==> config.mk <==
export PLATFORM = sky130hd
export DESIGN_NAME = gamepad_state_table_with_deadzone_core_flat
export DESIGN_NICKNAME = d
export VERILOG_FILES = /design/src/rtl/core/gsd_pkg.sv /design/src/rtl/core/gsd_if.sv /design/src/rtl/core/gamepad_state_table_with_deadzone_core.sv /design/src/flat_wrapper.sv
export VERILOG_INCLUDE_DIRS = /design/src /design/src/rtl/core
export SDC_FILE = /design/constraint.sdc
export NUM_CORES = 1
export LEC_CHECK = 0
export ABC_AREA = 1
export BUFFER_PORTS_ARGS = -buffer_cell sky130_fd_sc_hd__buf_2
export CAP_MARGIN = 10
export CORE_ASPECT_RATIO = 2
export CORE_UTILIZATION = 45
export DETAILED_ROUTE_END_ITERATION = 12
export REMOVE_ABC_BUFFERS = 1
export SYNTH_ARGS = -nofsm -noshare
export SYNTH_HDL_FRONTEND = slang
export SYNTH_SLANG_ARGS = --single-unit
==> constraint.sdc <==
create_clock -name clk -period 20 [get_ports clk]
set_input_delay 1 -clock clk [delete_from_list [all_inputs] [get_ports clk]]
set_output_delay 1 -clock clk [all_outputs]
set_load 0.005 [all_outputs]
==> src/rtl/core/gamepad_state_table_with_deadzone_core_assert.svh <==
// Assertion helpers for the controller slot table core.
// Both expect clk and rst_n in the enclosing scope.
`ifndef GAMEPAD_STATE_TABLE_WITH_DEADZONE_CORE_ASSERT_SVH
`define GAMEPAD_STATE_TABLE_WITH_DEADZONE_CORE_ASSERT_SVH

// same-cycle implication
`define GSD_ASSERT_IMP(lbl, ante, cons, msg) \
  lbl: assert property (@(posedge clk) disable iff (!rst_n) (ante) |-> (cons)) \
    else $error(msg);

// next-cycle implication
`define GSD_ASSERT_NXT(lbl, ante, cons, msg) \
  lbl: assert property (@(posedge clk) disable iff (!rst_n) (ante) |=> (cons)) \
    else $error(msg);

`endif

==> src/rtl/core/gsd_pkg.sv <==
`default_nettype none

package gsd_pkg;

  localparam int USER_SLOTS_DEF = 4;

  localparam int MODE_W   = 2;
  localparam int USER_W   = 4;
  localparam int BTN_W    = 16;
  localparam int TRIG_W   = 8;
  localparam int AXIS_W   = 16;
  localparam int DZ_W     = 15;
  localparam int TOTAL_W  = 4;
  localparam int PKT_W    = 32;
  localparam int QUO_W    = 16;
  localparam int CNT_W    = $clog2(QUO_W);
  localparam int CFG_IDX_W = 1;

  localparam logic [MODE_W-1:0] MODE_SET_CONN = 2'd0;
  localparam logic [MODE_W-1:0] MODE_STORE    = 2'd1;
  localparam logic [MODE_W-1:0] MODE_READ     = 2'd2;

  localparam logic [CFG_IDX_W-1:0] CFG_LEFT_DZ  = 1'b0;
  localparam logic [CFG_IDX_W-1:0] CFG_RIGHT_DZ = 1'b1;

  localparam logic [DZ_W-1:0] DZ_LEFT_RST  = 15'd7849;
  localparam logic [DZ_W-1:0] DZ_RIGHT_RST = 15'd8689;
  localparam logic [DZ_W-1:0] AXIS_FULL    = 15'd32767;

  typedef logic signed [AXIS_W-1:0] axis_t;
  typedef logic [DZ_W-1:0]          dz_t;

endpackage

`default_nettype wire

==> src/rtl/core/gsd_if.sv <==
`default_nettype none

interface gsd_in_if;
  logic                          valid;
  logic                          ready;
  logic [gsd_pkg::MODE_W-1:0]    mode;
  logic [gsd_pkg::USER_W-1:0]    user_index;
  logic                          connect_on;
  logic [gsd_pkg::BTN_W-1:0]     buttons_in;
  logic [gsd_pkg::TRIG_W-1:0]    left_trigger_in;
  logic [gsd_pkg::TRIG_W-1:0]    right_trigger_in;
  gsd_pkg::axis_t                stick_lx_in;
  gsd_pkg::axis_t                stick_ly_in;
  gsd_pkg::axis_t                stick_rx_in;
  gsd_pkg::axis_t                stick_ry_in;

  modport source (
    output valid, mode, user_index, connect_on, buttons_in, left_trigger_in,
           right_trigger_in, stick_lx_in, stick_ly_in, stick_rx_in, stick_ry_in,
    input  ready
  );
  modport sink (
    input  valid, mode, user_index, connect_on, buttons_in, left_trigger_in,
           right_trigger_in, stick_lx_in, stick_ly_in, stick_rx_in, stick_ry_in,
    output ready
  );
endinterface

interface gsd_out_if;
  logic                          valid;
  logic                          ready;
  logic                          ok;
  logic                          slot_connected;
  logic [gsd_pkg::TOTAL_W-1:0]   connected_total;
  logic [gsd_pkg::BTN_W-1:0]     buttons_out;
  logic [gsd_pkg::TRIG_W-1:0]    left_trigger_out;
  logic [gsd_pkg::TRIG_W-1:0]    right_trigger_out;
  gsd_pkg::axis_t                stick_lx_out;
  gsd_pkg::axis_t                stick_ly_out;
  gsd_pkg::axis_t                stick_rx_out;
  gsd_pkg::axis_t                stick_ry_out;
  logic [gsd_pkg::PKT_W-1:0]     packet_number;

  modport source (
    output valid, ok, slot_connected, connected_total, buttons_out, left_trigger_out,
           right_trigger_out, stick_lx_out, stick_ly_out, stick_rx_out, stick_ry_out,
           packet_number,
    input  ready
  );
  modport sink (
    input  valid, ok, slot_connected, connected_total, buttons_out, left_trigger_out,
           right_trigger_out, stick_lx_out, stick_ly_out, stick_rx_out, stick_ry_out,
           packet_number,
    output ready
  );
endinterface

`default_nettype wire

==> src/rtl/core/gamepad_state_table_with_deadzone_core.sv <==
// Controller slot table with stick deadzone rescale.
// in_ch carries one command beat (set connection, store report, read back);
// out_ch returns exactly one result beat per command, in order.
// cfg_we/cfg_index/cfg_wdata write the left (index 0) and right (index 1)
// deadzones; write them only while no command is in flight.
// in_ch.ready is high only while the sequencer is idle. A set, store or
// rejected command passes through the execute and done states; its result is
// loaded into the output register from the done state once that register is
// free, and the sequencer then returns to idle for the next beat. A read runs
// each of the four axes through one shared restoring divider, one quotient bit
// per cycle; an axis inside the deadzone or with a full-scale deadzone skips
// the divider, and an early overflow check saturates an axis and ends its loop.
// Reset unplugs every slot, clears all records and counters and restores
// the deadzones to 7849 / 8689. Results sit in an output register: while the
// receiver stalls the next command is still accepted and worked on, and it
// waits at the end for the output register to free up.
`default_nettype none

`include "gamepad_state_table_with_deadzone_core_assert.svh"

module gamepad_state_table_with_deadzone_core #(
  parameter int USER_SLOTS = gsd_pkg::USER_SLOTS_DEF
) (
  input  logic                            clk,
  input  logic                            rst_n,
  input  logic                            cfg_we,
  input  logic [gsd_pkg::CFG_IDX_W-1:0]   cfg_index,
  input  logic [gsd_pkg::DZ_W-1:0]        cfg_wdata,
  gsd_in_if.sink                          in_ch,
  gsd_out_if.source                       out_ch
);

  localparam int SLOT_W   = (USER_SLOTS > 1) ? $clog2(USER_SLOTS) : 1;
  localparam int AXIS_W   = gsd_pkg::AXIS_W;
  localparam int STICKS_W = 4 * AXIS_W;
  localparam int TRIGS_W  = 2 * gsd_pkg::TRIG_W;
  localparam int MAG_W    = AXIS_W + 1;
  localparam int DVD_W    = 2 * gsd_pkg::DZ_W;

  typedef enum logic [6:0] {
    S_IDLE = 7'b0000001,
    S_EXEC = 7'b0000010,
    S_AXIS = 7'b0000100,
    S_LOAD = 7'b0001000,
    S_DIV  = 7'b0010000,
    S_NEXT = 7'b0100000,
    S_DONE = 7'b1000000
  } state_t;

  state_t state_r, state_nxt;

  gsd_pkg::dz_t dz_left_r, dz_right_r;

  // slot table
  logic                        plug_r      [USER_SLOTS];
  logic [gsd_pkg::BTN_W-1:0]   btn_tab_r   [USER_SLOTS];
  logic [TRIGS_W-1:0]          trig_tab_r  [USER_SLOTS];
  logic [STICKS_W-1:0]         stick_tab_r [USER_SLOTS];
  logic [gsd_pkg::PKT_W-1:0]   pkt_tab_r   [USER_SLOTS];

  // latched command
  logic [gsd_pkg::MODE_W-1:0]  mode_r;
  logic [gsd_pkg::USER_W-1:0]  user_r;
  logic                        on_r;
  logic [gsd_pkg::BTN_W-1:0]   btn_in_r;
  logic [TRIGS_W-1:0]          trig_in_r;
  logic [STICKS_W-1:0]         stick_in_r;

  // result under construction
  logic                        res_ok_r;
  logic [gsd_pkg::BTN_W-1:0]   res_btn_r;
  logic [TRIGS_W-1:0]          res_trig_r;
  logic [gsd_pkg::PKT_W-1:0]   res_pkt_r;
  gsd_pkg::axis_t              res_axis_r [4];
  logic [STICKS_W-1:0]         stk_r;
  logic [1:0]                  axis_r;

  // divider datapath
  logic                        neg_r, zero_r, sat_r;
  logic [MAG_W-1:0]            num_r;
  gsd_pkg::dz_t                den_r;
  logic [gsd_pkg::DZ_W-1:0]    rem_r, rem_nxt;
  logic [gsd_pkg::QUO_W-1:0]   work_r, work_nxt;
  logic [gsd_pkg::CNT_W-1:0]   cnt_r;

  // output register
  logic                        out_valid_r, out_valid_nxt;
  logic                        out_ok_r, out_conn_r;
  logic [gsd_pkg::TOTAL_W-1:0] out_total_r;
  logic [gsd_pkg::BTN_W-1:0]   out_btn_r;
  logic [TRIGS_W-1:0]          out_trig_r;
  gsd_pkg::axis_t              out_lx_r, out_ly_r, out_rx_r, out_ry_r;
  logic [gsd_pkg::PKT_W-1:0]   out_pkt_r;

  logic [SLOT_W-1:0]           sel;
  logic                        hit, sel_plugged, read_go, out_free, div_ovf;
  logic [gsd_pkg::TOTAL_W-1:0] total;
  logic [AXIS_W-1:0]           cur_v;
  gsd_pkg::dz_t                cur_dz;
  logic [MAG_W-1:0]            ax_mag, ax_num;
  logic                        ax_zero, ax_sat;
  logic [31:0]                 dvd;
  logic [AXIS_W:0]             div_t, div_diff;
  logic                        div_ge;
  logic [MAG_W-1:0]            neg_mag;
  logic [AXIS_W-1:0]           axis_val;
  logic                        store_changed;

  assign sel         = user_r[SLOT_W-1:0];
  assign hit         = int'(user_r) < USER_SLOTS;
  assign sel_plugged = hit && plug_r[sel];
  assign read_go     = sel_plugged && (mode_r == gsd_pkg::MODE_READ);
  assign out_free    = !out_valid_r || out_ch.ready;

  always_comb begin
    total = '0;
    for (int i = 0; i < USER_SLOTS; i++) begin
      total = total + gsd_pkg::TOTAL_W'(plug_r[i]);
    end
  end

  assign store_changed = (btn_tab_r[sel] != btn_in_r) || (trig_tab_r[sel] != trig_in_r) ||
                         (stick_tab_r[sel] != stick_in_r);

  // per-axis setup: magnitude and distance past the deadzone
  assign cur_v   = stk_r[AXIS_W-1:0];
  assign cur_dz  = axis_r[1] ? dz_right_r : dz_left_r;
  assign ax_mag  = cur_v[AXIS_W-1] ? (MAG_W'(1 << AXIS_W) - {1'b0, cur_v}) : {1'b0, cur_v};
  assign ax_num  = ax_mag - {2'b0, cur_dz};
  assign ax_zero = (ax_mag < {2'b0, cur_dz}) || (ax_num == '0);
  assign ax_sat  = (cur_dz == gsd_pkg::AXIS_FULL);

  // num * 32767 as a shift and subtract; fits in 30 bits
  assign dvd = ({15'b0, num_r} << gsd_pkg::DZ_W) - {15'b0, num_r};

  // quotient bits above 15 mean the result saturates anyway
  assign div_ovf  = (cnt_r == '0) && (rem_r >= den_r);
  assign div_t    = {1'b0, rem_r, work_r[gsd_pkg::QUO_W-1]};
  assign div_ge   = div_t >= {2'b0, den_r};
  assign div_diff = div_t - {2'b0, den_r};
  assign rem_nxt  = div_ge ? div_diff[gsd_pkg::DZ_W-1:0] : div_t[gsd_pkg::DZ_W-1:0];
  assign work_nxt = {work_r[gsd_pkg::QUO_W-2:0], div_ge};

  always_comb begin
    neg_mag  = '0;
    axis_val = '0;
    if (zero_r) begin
      axis_val = '0;
    end else if (neg_r) begin
      neg_mag  = (sat_r || (work_r > 16'h8000)) ? MAG_W'(17'h08000) : {1'b0, work_r};
      axis_val = 16'(MAG_W'(1 << AXIS_W) - neg_mag);
    end else begin
      axis_val = (sat_r || (work_r > 16'h7FFF)) ? 16'h7FFF : work_r;
    end
  end

  always_comb begin
    case (state_r)
      S_IDLE:  state_nxt = in_ch.valid ? S_EXEC : S_IDLE;
      S_EXEC:  state_nxt = read_go ? S_AXIS : S_DONE;
      S_AXIS:  state_nxt = (ax_zero || ax_sat) ? S_NEXT : S_LOAD;
      S_LOAD:  state_nxt = S_DIV;
      S_DIV:   state_nxt = (div_ovf || (cnt_r == gsd_pkg::CNT_W'(gsd_pkg::QUO_W - 1))) ?
                           S_NEXT : S_DIV;
      S_NEXT:  state_nxt = (axis_r == 2'd3) ? S_DONE : S_AXIS;
      S_DONE:  state_nxt = out_free ? S_IDLE : S_DONE;
      default: state_nxt = S_IDLE;
    endcase
  end

  always_comb begin
    if ((state_r == S_DONE) && out_free) begin
      out_valid_nxt = 1'b1;
    end else if (out_ch.ready) begin
      out_valid_nxt = 1'b0;
    end else begin
      out_valid_nxt = out_valid_r;
    end
  end

  always_ff @(posedge clk) begin
    if (!rst_n) begin
      state_r     <= S_IDLE;
      out_valid_r <= 1'b0;
    end else begin
      state_r     <= state_nxt;
      out_valid_r <= out_valid_nxt;
    end
  end

  always_ff @(posedge clk) begin
    if (!rst_n) begin
      dz_left_r  <= gsd_pkg::DZ_LEFT_RST;
      dz_right_r <= gsd_pkg::DZ_RIGHT_RST;
    end else if (cfg_we) begin
      case (cfg_index)
        gsd_pkg::CFG_LEFT_DZ:  dz_left_r  <= cfg_wdata;
        gsd_pkg::CFG_RIGHT_DZ: dz_right_r <= cfg_wdata;
        default: ;
      endcase
    end
  end

  always_ff @(posedge clk) begin
    if (!rst_n) begin
      for (int i = 0; i < USER_SLOTS; i++) begin
        plug_r[i]      <= 1'b0;
        btn_tab_r[i]   <= '0;
        trig_tab_r[i]  <= '0;
        stick_tab_r[i] <= '0;
        pkt_tab_r[i]   <= '0;
      end
    end else if ((state_r == S_EXEC) && hit) begin
      case (mode_r)
        gsd_pkg::MODE_SET_CONN: begin
          plug_r[sel] <= on_r;
          if (!on_r) begin
            btn_tab_r[sel]   <= '0;
            trig_tab_r[sel]  <= '0;
            stick_tab_r[sel] <= '0;
            pkt_tab_r[sel]   <= '0;
          end
        end
        gsd_pkg::MODE_STORE: begin
          if (plug_r[sel]) begin
            btn_tab_r[sel]   <= btn_in_r;
            trig_tab_r[sel]  <= trig_in_r;
            stick_tab_r[sel] <= stick_in_r;
            if (store_changed) begin
              pkt_tab_r[sel] <= pkt_tab_r[sel] + 1'b1;
            end
          end
        end
        default: ;
      endcase
    end
  end

  always_ff @(posedge clk) begin
    case (state_r)
      S_IDLE: begin
        if (in_ch.valid) begin
          mode_r     <= in_ch.mode;
          user_r     <= in_ch.user_index;
          on_r       <= in_ch.connect_on;
          btn_in_r   <= in_ch.buttons_in;
          trig_in_r  <= {in_ch.right_trigger_in, in_ch.left_trigger_in};
          stick_in_r <= {in_ch.stick_ry_in, in_ch.stick_rx_in,
                         in_ch.stick_ly_in, in_ch.stick_lx_in};
        end
      end
      S_EXEC: begin
        res_ok_r   <= hit && ((mode_r == gsd_pkg::MODE_SET_CONN) ||
                              (plug_r[sel] && ((mode_r == gsd_pkg::MODE_STORE) ||
                                               (mode_r == gsd_pkg::MODE_READ))));
        res_btn_r  <= read_go ? btn_tab_r[sel] : '0;
        res_trig_r <= read_go ? trig_tab_r[sel] : '0;
        res_pkt_r  <= read_go ? pkt_tab_r[sel] : '0;
        stk_r      <= read_go ? stick_tab_r[sel] : '0;
        for (int i = 0; i < 4; i++) begin
          res_axis_r[i] <= '0;
        end
        axis_r <= '0;
      end
      S_AXIS: begin
        neg_r  <= cur_v[AXIS_W-1];
        num_r  <= ax_num;
        den_r  <= gsd_pkg::AXIS_FULL - cur_dz;
        zero_r <= ax_zero;
        sat_r  <= ax_sat;
      end
      S_LOAD: begin
        rem_r  <= {1'b0, dvd[DVD_W-1:gsd_pkg::QUO_W]};
        work_r <= dvd[gsd_pkg::QUO_W-1:0];
        cnt_r  <= '0;
      end
      S_DIV: begin
        if (div_ovf) begin
          sat_r <= 1'b1;
        end else begin
          rem_r  <= rem_nxt;
          work_r <= work_nxt;
          cnt_r  <= cnt_r + 1'b1;
        end
      end
      S_NEXT: begin
        res_axis_r[axis_r] <= axis_val;
        stk_r              <= {{AXIS_W{1'b0}}, stk_r[STICKS_W-1:AXIS_W]};
        axis_r             <= axis_r + 1'b1;
      end
      S_DONE: begin
        if (out_free) begin
          out_ok_r    <= res_ok_r;
          out_conn_r  <= sel_plugged;
          out_total_r <= total;
          out_btn_r   <= res_btn_r;
          out_trig_r  <= res_trig_r;
          out_lx_r    <= res_axis_r[0];
          out_ly_r    <= res_axis_r[1];
          out_rx_r    <= res_axis_r[2];
          out_ry_r    <= res_axis_r[3];
          out_pkt_r   <= res_pkt_r;
        end
      end
      default: ;
    endcase
  end

  assign in_ch.ready              = (state_r == S_IDLE);
  assign out_ch.valid             = out_valid_r;
  assign out_ch.ok                = out_ok_r;
  assign out_ch.slot_connected    = out_conn_r;
  assign out_ch.connected_total   = out_total_r;
  assign out_ch.buttons_out       = out_btn_r;
  assign out_ch.left_trigger_out  = out_trig_r[gsd_pkg::TRIG_W-1:0];
  assign out_ch.right_trigger_out = out_trig_r[TRIGS_W-1:gsd_pkg::TRIG_W];
  assign out_ch.stick_lx_out      = out_lx_r;
  assign out_ch.stick_ly_out      = out_ly_r;
  assign out_ch.stick_rx_out      = out_rx_r;
  assign out_ch.stick_ry_out      = out_ry_r;
  assign out_ch.packet_number     = out_pkt_r;

  `GSD_ASSERT_NXT(a_accept_exec, in_ch.valid && in_ch.ready, state_r == S_EXEC, "accepted beat did not start execution")
  `GSD_ASSERT_IMP(a_load_from_done, out_valid_r && !$past(out_valid_r), $past(state_r) == S_DONE, "result loaded outside done state")
  `GSD_ASSERT_IMP(a_reject_clean, out_valid_r && !out_ok_r, out_pkt_r == '0 && out_btn_r == '0 && out_lx_r == '0 && out_ry_r == '0, "rejected result carries data")
  `GSD_ASSERT_NXT(a_div_exit, state_r == S_DIV, state_r == S_DIV || state_r == S_NEXT, "divider left without finishing axis")
  `GSD_ASSERT_IMP(a_conn_total, out_valid_r && out_conn_r, out_total_r != '0, "connected slot but zero total")

endmodule

`default_nettype wire

==> src/flat_wrapper.sv <==
// flat-port wrapper written by rule: the top's interface ports become plain ports
module gamepad_state_table_with_deadzone_core_flat 
#(
  parameter int USER_SLOTS = gsd_pkg::USER_SLOTS_DEF
)
  (clk, rst_n, cfg_we, cfg_index, cfg_wdata, in_ch_valid, in_ch_mode, in_ch_user_index, in_ch_connect_on, in_ch_buttons_in, in_ch_left_trigger_in, in_ch_right_trigger_in, in_ch_stick_lx_in, in_ch_stick_ly_in, in_ch_stick_rx_in, in_ch_stick_ry_in, in_ch_ready, out_ch_valid, out_ch_ok, out_ch_slot_connected, out_ch_connected_total, out_ch_buttons_out, out_ch_left_trigger_out, out_ch_right_trigger_out, out_ch_stick_lx_out, out_ch_stick_ly_out, out_ch_stick_rx_out, out_ch_stick_ry_out, out_ch_packet_number, out_ch_ready);
  gsd_in_if in_ch_i ();
  gsd_out_if out_ch_i ();
  input  logic clk;
  input  logic rst_n;
  input  logic cfg_we;
  input  logic [gsd_pkg::CFG_IDX_W-1:0] cfg_index;
  input  logic [gsd_pkg::DZ_W-1:0] cfg_wdata;
  input wire logic [$bits(in_ch_i.valid)-1:0] in_ch_valid;
  input wire logic [$bits(in_ch_i.mode)-1:0] in_ch_mode;
  input wire logic [$bits(in_ch_i.user_index)-1:0] in_ch_user_index;
  input wire logic [$bits(in_ch_i.connect_on)-1:0] in_ch_connect_on;
  input wire logic [$bits(in_ch_i.buttons_in)-1:0] in_ch_buttons_in;
  input wire logic [$bits(in_ch_i.left_trigger_in)-1:0] in_ch_left_trigger_in;
  input wire logic [$bits(in_ch_i.right_trigger_in)-1:0] in_ch_right_trigger_in;
  input wire logic [$bits(in_ch_i.stick_lx_in)-1:0] in_ch_stick_lx_in;
  input wire logic [$bits(in_ch_i.stick_ly_in)-1:0] in_ch_stick_ly_in;
  input wire logic [$bits(in_ch_i.stick_rx_in)-1:0] in_ch_stick_rx_in;
  input wire logic [$bits(in_ch_i.stick_ry_in)-1:0] in_ch_stick_ry_in;
  output wire logic [$bits(in_ch_i.ready)-1:0] in_ch_ready;
  output wire logic [$bits(out_ch_i.valid)-1:0] out_ch_valid;
  output wire logic [$bits(out_ch_i.ok)-1:0] out_ch_ok;
  output wire logic [$bits(out_ch_i.slot_connected)-1:0] out_ch_slot_connected;
  output wire logic [$bits(out_ch_i.connected_total)-1:0] out_ch_connected_total;
  output wire logic [$bits(out_ch_i.buttons_out)-1:0] out_ch_buttons_out;
  output wire logic [$bits(out_ch_i.left_trigger_out)-1:0] out_ch_left_trigger_out;
  output wire logic [$bits(out_ch_i.right_trigger_out)-1:0] out_ch_right_trigger_out;
  output wire logic [$bits(out_ch_i.stick_lx_out)-1:0] out_ch_stick_lx_out;
  output wire logic [$bits(out_ch_i.stick_ly_out)-1:0] out_ch_stick_ly_out;
  output wire logic [$bits(out_ch_i.stick_rx_out)-1:0] out_ch_stick_rx_out;
  output wire logic [$bits(out_ch_i.stick_ry_out)-1:0] out_ch_stick_ry_out;
  output wire logic [$bits(out_ch_i.packet_number)-1:0] out_ch_packet_number;
  input wire logic [$bits(out_ch_i.ready)-1:0] out_ch_ready;
  assign in_ch_i.valid = in_ch_valid;
  assign in_ch_i.mode = in_ch_mode;
  assign in_ch_i.user_index = in_ch_user_index;
  assign in_ch_i.connect_on = in_ch_connect_on;
  assign in_ch_i.buttons_in = in_ch_buttons_in;
  assign in_ch_i.left_trigger_in = in_ch_left_trigger_in;
  assign in_ch_i.right_trigger_in = in_ch_right_trigger_in;
  assign in_ch_i.stick_lx_in = in_ch_stick_lx_in;
  assign in_ch_i.stick_ly_in = in_ch_stick_ly_in;
  assign in_ch_i.stick_rx_in = in_ch_stick_rx_in;
  assign in_ch_i.stick_ry_in = in_ch_stick_ry_in;
  assign in_ch_ready = in_ch_i.ready;
  assign out_ch_valid = out_ch_i.valid;
  assign out_ch_ok = out_ch_i.ok;
  assign out_ch_slot_connected = out_ch_i.slot_connected;
  assign out_ch_connected_total = out_ch_i.connected_total;
  assign out_ch_buttons_out = out_ch_i.buttons_out;
  assign out_ch_left_trigger_out = out_ch_i.left_trigger_out;
  assign out_ch_right_trigger_out = out_ch_i.right_trigger_out;
  assign out_ch_stick_lx_out = out_ch_i.stick_lx_out;
  assign out_ch_stick_ly_out = out_ch_i.stick_ly_out;
  assign out_ch_stick_rx_out = out_ch_i.stick_rx_out;
  assign out_ch_stick_ry_out = out_ch_i.stick_ry_out;
  assign out_ch_packet_number = out_ch_i.packet_number;
  assign out_ch_i.ready = out_ch_ready;
  gamepad_state_table_with_deadzone_core #(.USER_SLOTS(USER_SLOTS)) u_core (.clk(clk), .rst_n(rst_n), .cfg_we(cfg_we), .cfg_index(cfg_index), .cfg_wdata(cfg_wdata), .in_ch(in_ch_i), .out_ch(out_ch_i));
endmodule
==> results.ini, run 1 <==
[run]
cap_violations=0

[floorplan]
core-area_um2=106000
io_pins=260
fp.dieW_um=233
initial_core_util_pct=45.3
die_h_um=464
rows=169
die_area_um2=108000

[clock_tree]
cts_resized=0
clock-sinks=1057
tritoncts=yes
path_clk_slew_ps=60
htreeDepth=3
post_cts_buffers=0
cts_buffers=94
cts_hold_buffers=0
clockBufferDepth=3
cts_root_buf=clkbuf_16
insertion_delay_ps=720

[grt]
grt_first_pass_wirelength_mm=189
grt_start_max_net_pins=169
first_global_vias=32600
track_usage_pct=23.3
grt_overflow=0
grt_antenna_before_repair=2

[cells_and_area]
final_common_cell=nand2_1
drive_above_1_share_pct=10.7
area_growth_pct=11.8
mostFrequentLayoutCells=nand2_1, edfxtp_1, inv_1
nNetsFinal=5012

[drt]
avgViaCountPerCell=5.23
drt-total-wl_mm=125
drt.antenna.violating_nets=0
vias=32800
drtIter0Drc=2458
drtPass1Iterations=6
drc_errors=0
drt-wirelength-per-cell_um=19.9

[sta]
worst_slew_pin_slew_ps=1090
hold_violations=0
rsz0062_at_grt=false
relSlewSlack_pct=27.4
drv_slew=0
period_minus_slack_ps=5720
fin_tns_setup_ps=0
fin_crit_sh_pct=28.6
clock_skew_ps=26.4
clock.fmax_ghz=0.175
finalSetupViolations=0

[pwr]
ir_drop_mv=0.0831
power_density_nw_per_um2=92.1
cellLeakagePower_nw=22.7
power.total_mw=4.94

[worst_hold_path]
hold_end=u_core.out_ch.packet_number[30]
min_path_cells=0
min_from=u_core.res_pkt_r[30]
hold_class=reg -> reg

[place]
portBuffers=258
place_congestion=0.879
hpwl_mm=79.0

[status]
status=finished clean

[synth]
synthArstFlopShare_pct=0
synth.top_cell.area_share_pct=63.4
yosysUniqueCellTypes=58
synth-edff-count=1014
syn_avg_cell_area_um2=10.3
synth_area_um2=48000
ys_seq_area_share_pct=65.2
synth_flop_cell=edfxtp_1
yosys_warnings=0
synthCells=4642
yosysTopAreaCell=edfxtp_1
synth_top_cells_by_area=edfxtp_1, nand2_1, inv_1
ys_ff_latch=1057

[critical_path]
cp_cell_sequence=buf_4 > buf_12 > nand2_1 > nand3_1 > nand2_1 > xor2_1 > nand4_1 > nor2_1 > nand2_1 > nor2_1 > nand3_1 > nand2_1 > nand2_1 > nand3_1 > nand2_2
cp_common_cell=nand2_1
critPathSlowestCell=dfxtp_4
worstSetupEndpointType=register
crit_fanout=168
crit_arrival_ps=5950
path_class=reg -> reg
rrSetupSlack_ps=14280
critPathMaxStageDelay_ps=680
r2r-end=u_core.pkt_tab_r[1][18]
setup.worst_path.start_class=register
cp.required_ps=20240
r2r_cells=15

## layout make-up
cell class	instances	area [um^2]
timing repair buffer	299	1620
clock buffer	107	2460
sequential	1057	31300
tap	1368	1710
antenna	1	2.50
clock inverter	64	791
inverter	596	2260
fill	9570	52300
multi-input combinational	2778	13500
## layer usage
metal / part of all wire, % / wire length, um / vias up / track usage (%)
met5: 0.0088 / 11 / - / 0
met4: 4.7 / 5860 / 2 / 11.2
met3: 5.1 / 6320 / 213 / 2.97
met2: 54 / 66700 / 990 / 43.3
met1: 37 / 45700 / 15800 / 25.7
li1: - / - / 15800 / -
## flip-flops by register name, summed over array words and instances, names as in the netlist, 16 cells and up, named ones only
signal and cells:
u_core.pkt_tab_r 128, u_core.res_btn_r 16, u_core.stick_in_r 64, u_core.trig_tab_r 64, u_core.res_trig_r 16, u_core.stk_r 64
out_ch_stick_rx_out 16, u_core.btn_tab_r 64, u_core.out_ch.packet_number 32, u_core.btn_in_r 16, u_core.trig_in_r 16, u_core.num_r 17
out_ch_stick_lx_out 16, u_core.res_axis_r 64, out_ch_stick_ly_out 16, u_core.out_ch.buttons_out 16, u_core.res_pkt_r 32, u_core.stick_tab_r 256
u_core.out_trig_r 16, u_core.work_r 16, out_ch_stick_ry_out 16
## Yosys cell counts, types with 4 or more instances
cell / n
edfxtp_1: 1014
dfxtp_1: 43
a32oi_1: 6
mux2i_1: 13
buf_6: 16
a31oi_1: 9
ha_1: 59
o41ai_1: 7
inv_1: 582
a21o_1: 4
xor2_1: 119
nand3_2: 5
and2_1: 5
nand4_1: 81
o31ai_1: 8
nor2_2: 6
nand2_2: 8
nand3_1: 312
buf_1: 11
nand3b_1: 6
nor2_4: 5
nor4_1: 9
inv_2: 12
o21ai_0: 162
nor3_1: 128
buf_2: 40
nor2_1: 488
nand2_1: 1182
a32oi_2: 6
a21oi_1: 73
clkbuf_1: 122
buf_4: 21
o21ai_1: 4
or2_2: 10
xnor2_1: 19
o211ai_1: 9
o22ai_1: 4
## how the worst max path moves through the flow
| stage | from | end | slack [ps] | cells past startpoint |
|---|---|---|---|---|
| after global routing | register | u_core.pkt_tab_r[0][18] | 14040 | 15 |
| after CTS | register | u_core.pkt_tab_r[1][18] | 14360 | 15 |
| final | register | u_core.pkt_tab_r[1][18] | 14280 | 15 |
| after global placement | register | u_core.btn_tab_r[1][15] | 14450 | 11 |
| after floorplan | register | u_core.btn_tab_r[2][0] | 3680 | 8 |
| after detailed placement | register | u_core.pkt_tab_r[1][27] | 14390 | 15 |
## logic make-up after synthesis
family,Yosys count,synth area share (%)
other cells,1,0.00781
mux,13,0.271
fa+ha+maj,62,1.66
flops,1057,65.2
compound gates,308,3.75
xor+xnor,138,2.52
simple gates,2256,19.7
buf+inv,807,6.85
## per-stage QoR
step                      setup WS [ps]  util (%)  cells  hold WS (ps)  cell area [um^2]
after floorplan                    3680         -   4431           400             47000
after global placement            14450      47.6   6098           401             50400
after detailed placement          14390      47.6   6098           405             50400
after CTS                         14360      50.7   6269           409             53700
after global routing              14040      50.7   6270           414             53700
final                             14280      50.7   6270           410             53700
## power by group
group	total, mW	internal (mW)	switching, mW	leakage [nW]
Sequential	2.53	2.49	0.0374	10.0
Clock	1.93	1.09	0.839	1.58
Combinational	0.485	0.127	0.359	11.1
## critical path: cells and delay by family (launching register included)
| family | cells | cell delay (ps) |
|---|---|---|
| and+or+nand+nor | 12 | 2880 |
| buffers and inverters | 2 | 1100 |
| DFF | 1 | 680 |
| xor gates and xnor gates | 1 | 160 |
No activity file was read; power rests on OpenSTA's default activity.
==> inputs of run 2 (changes only) <==
==> constraint.sdc (replaced) <==
create_clock -name clk -period 5.2 [get_ports clk]
set_input_delay 0.26 -clock clk [delete_from_list [all_inputs] [get_ports clk]]
set_output_delay 0.26 -clock clk [all_outputs]
set_load 0.005 [all_outputs]
==> run 2 against run 1 <==
  * Hold slack worse by 360 ps
  * Highest routed layer unchanged
  * Global-route usage up 0.37 points
  * First-iteration DRC count down 13%
==> results.ini, run 2 (synthesis gave the netlist of run 1 again) <==
[status]
status=finished clean

[cells_and_area]
stdcell_area_um2=55200  ; +2.9%
largest_reg_flops=256  ; unchanged
regMostFlops=u_core.stick_tab_r
final_common_cell=nand2_1
area_growth_pct=15.0
drive_above_1_share_pct=10.9  ; +0.18 points
final_util_pct=52.1  ; +1.5 points
nNetsFinal=5158  ; +2.9%
mostFrequentLayoutCells=nand2_1, edfxtp_1, inv_1
reg_top3=u_core.stick_tab_r (256), u_core.pkt_tab_r (128)
fin_cells=6421  ; +2.4%

[place]
place_ws_ps=1070  ; -13320 ps
hpwl_mm=80.7  ; +2.2%
post_dp_cell_area_um2=50800  ; +0.77%
place_congestion=0.891  ; +1.4%
portBuffers=258  ; unchanged
placed_cells=6123  ; +0.41%

[sta]
fin_tns_setup_ps=0  ; unchanged
hold_violations=0  ; unchanged
setup_ws_ps=1210  ; -13070 ps
clock_skew_ps=30.3  ; +3.85 ps
fin_crit_sh_pct=76.6  ; +48 points
finalSetupViolations=0  ; unchanged
relSlewSlack_pct=33.5  ; +6.1 points
whs_ps=47.4  ; -363 ps
clock.fmax_ghz=0.251  ; +43%
worst_slew_pin_slew_ps=998  ; -91.6 ps
drv_slew=0  ; unchanged
period_minus_slack_ps=3990  ; -1730 ps
rsz0062_at_grt=false

[floorplan]
fp.dieW_um=233  ; unchanged
io_pins=260  ; unchanged
die_h_um=464  ; unchanged
rows=169  ; unchanged
die_area_um2=108000  ; unchanged
core-area_um2=106000  ; unchanged
initial_core_util_pct=45.3  ; unchanged

[clock_tree]
tritoncts=yes
clock-sinks=1057  ; unchanged
clockBufferDepth=3  ; unchanged
cts_root_buf=clkbuf_16
cts_resized=0  ; unchanged
path_clk_slew_ps=70  ; about the same
insertion_delay_ps=730  ; about the same
htreeDepth=3  ; unchanged
cts_buffers=95  ; +1.1%

[pwr]
cellLeakagePower_nw=23.3  ; +3.0%
power_density_nw_per_um2=346  ; +280%
ir_drop_mv=0.301  ; +260%
power.total_mw=19.1  ; +290%

[drt]
drtIter0Drc=2150  ; -13%
vias=33500  ; +2.3%
avgViaCountPerCell=5.22  ; -0.15%
drt-total-wl_mm=127  ; +2.0%
drtPass1Iterations=5  ; -1
drt-wirelength-per-cell_um=19.8  ; -0.42%
drc_errors=0  ; unchanged
drt.antenna.violating_nets=0  ; unchanged

[grt]
first_global_vias=33700  ; +3.5%
grt_first_pass_wirelength_mm=192  ; +1.5%
grt_start_max_net_pins=193  ; +14%
grt_antenna_before_repair=4  ; +2
track_usage_pct=23.6  ; +0.37 points
grt_overflow=0  ; unchanged

[critical_path]
cp.required_ps=5620  ; -14620 ps
path_class=reg -> reg
r2r_cells=17  ; +2
crit_fanout=101  ; -40%
setup.worst_path.start_class=register
crit_arrival_ps=4410  ; -1540 ps
worstSetupEndpointType=register

[worst_hold_path]
hold_class=in -> reg
min_path_cells=5  ; +5

[run]
cap_violations=0  ; unchanged

run 2: cell count changes in the layout (fill, tap and decap cells not counted), moves of 2 or more:
cell	change
buf_4	+8
buf_12	+17
nand2_1	+4
dlygate4sd3_1	+120
clkinv_1	+2
clkinv_2	+4
inv_6	+2
nand2_2	-4
run 2: timing repair:
item / 4_1_cts / 5_1_grt
endpoints found under the hold margin: 138 / 0
buffers inserted: 0 / 0
hold buffers: 120 / 0
setup endpoints to repair: 0 / 0
run 2: power by group:
| part | internal (mW) | switching, mW | total, mW |
|---|---|---|---|
| logic | 0.587 | 1.44 | 2.03 |
| clock network | 4.12 | 3.26 | 7.38 |
| registers | 9.59 | 0.120 | 9.71 |
run 2: final cells by class:
type,count,area (um^2)
Clock inverter,71,792
Timing Repair Buffer,444,3230
Fill cell,9343,50700
Tap cell,1368,1710
Inverter,596,2260
Sequential cell,1057,31300
Antenna cell,1,2.50
Clock buffer,106,2440
Multi-Input combinational cell,2778,13500
run 2: final timing paths:
check                                          from                        endpoint  slack [ps]
worst max register to register             register          u_core.pkt_tab_r[2][7]        1210
worst min register to register  u_core.res_pkt_r[5]  u_core.out_ch.packet_number[5]         410
worst max-delay path                       register          u_core.pkt_tab_r[2][7]        1210
worst min-delay path                      cfg_index            u_core.dz_left_r[12]          50
run 2: critical path: stages (launching register included):
cell and delay, ps:
dfxtp_4 390, inv_8 420, buf_4 400, nand2_1 90, nand3_1 70, nand2_1 120
xor2_1 170, nor2_1 360, nand2_1 90, nor2_1 320, nand2_1 90, nor2_1 120
nand3_1 110, nand2_1 170, inv_2 270, buf_12 270, nand2_1 100, nor2_1 50
run 2: layer usage:
| metal | up-vias | routed length [um] | track usage, % |
|---|---|---|---|
| met5 | - | 24 | 0 |
| met4 | 4 | 5650 | 11.7 |
| met3 | 260 | 5620 | 2.35 |
| met2 | 966 | 69400 | 44.9 |
| met1 | 16200 | 46400 | 25.6 |
| li1 | 16100 | - | - |
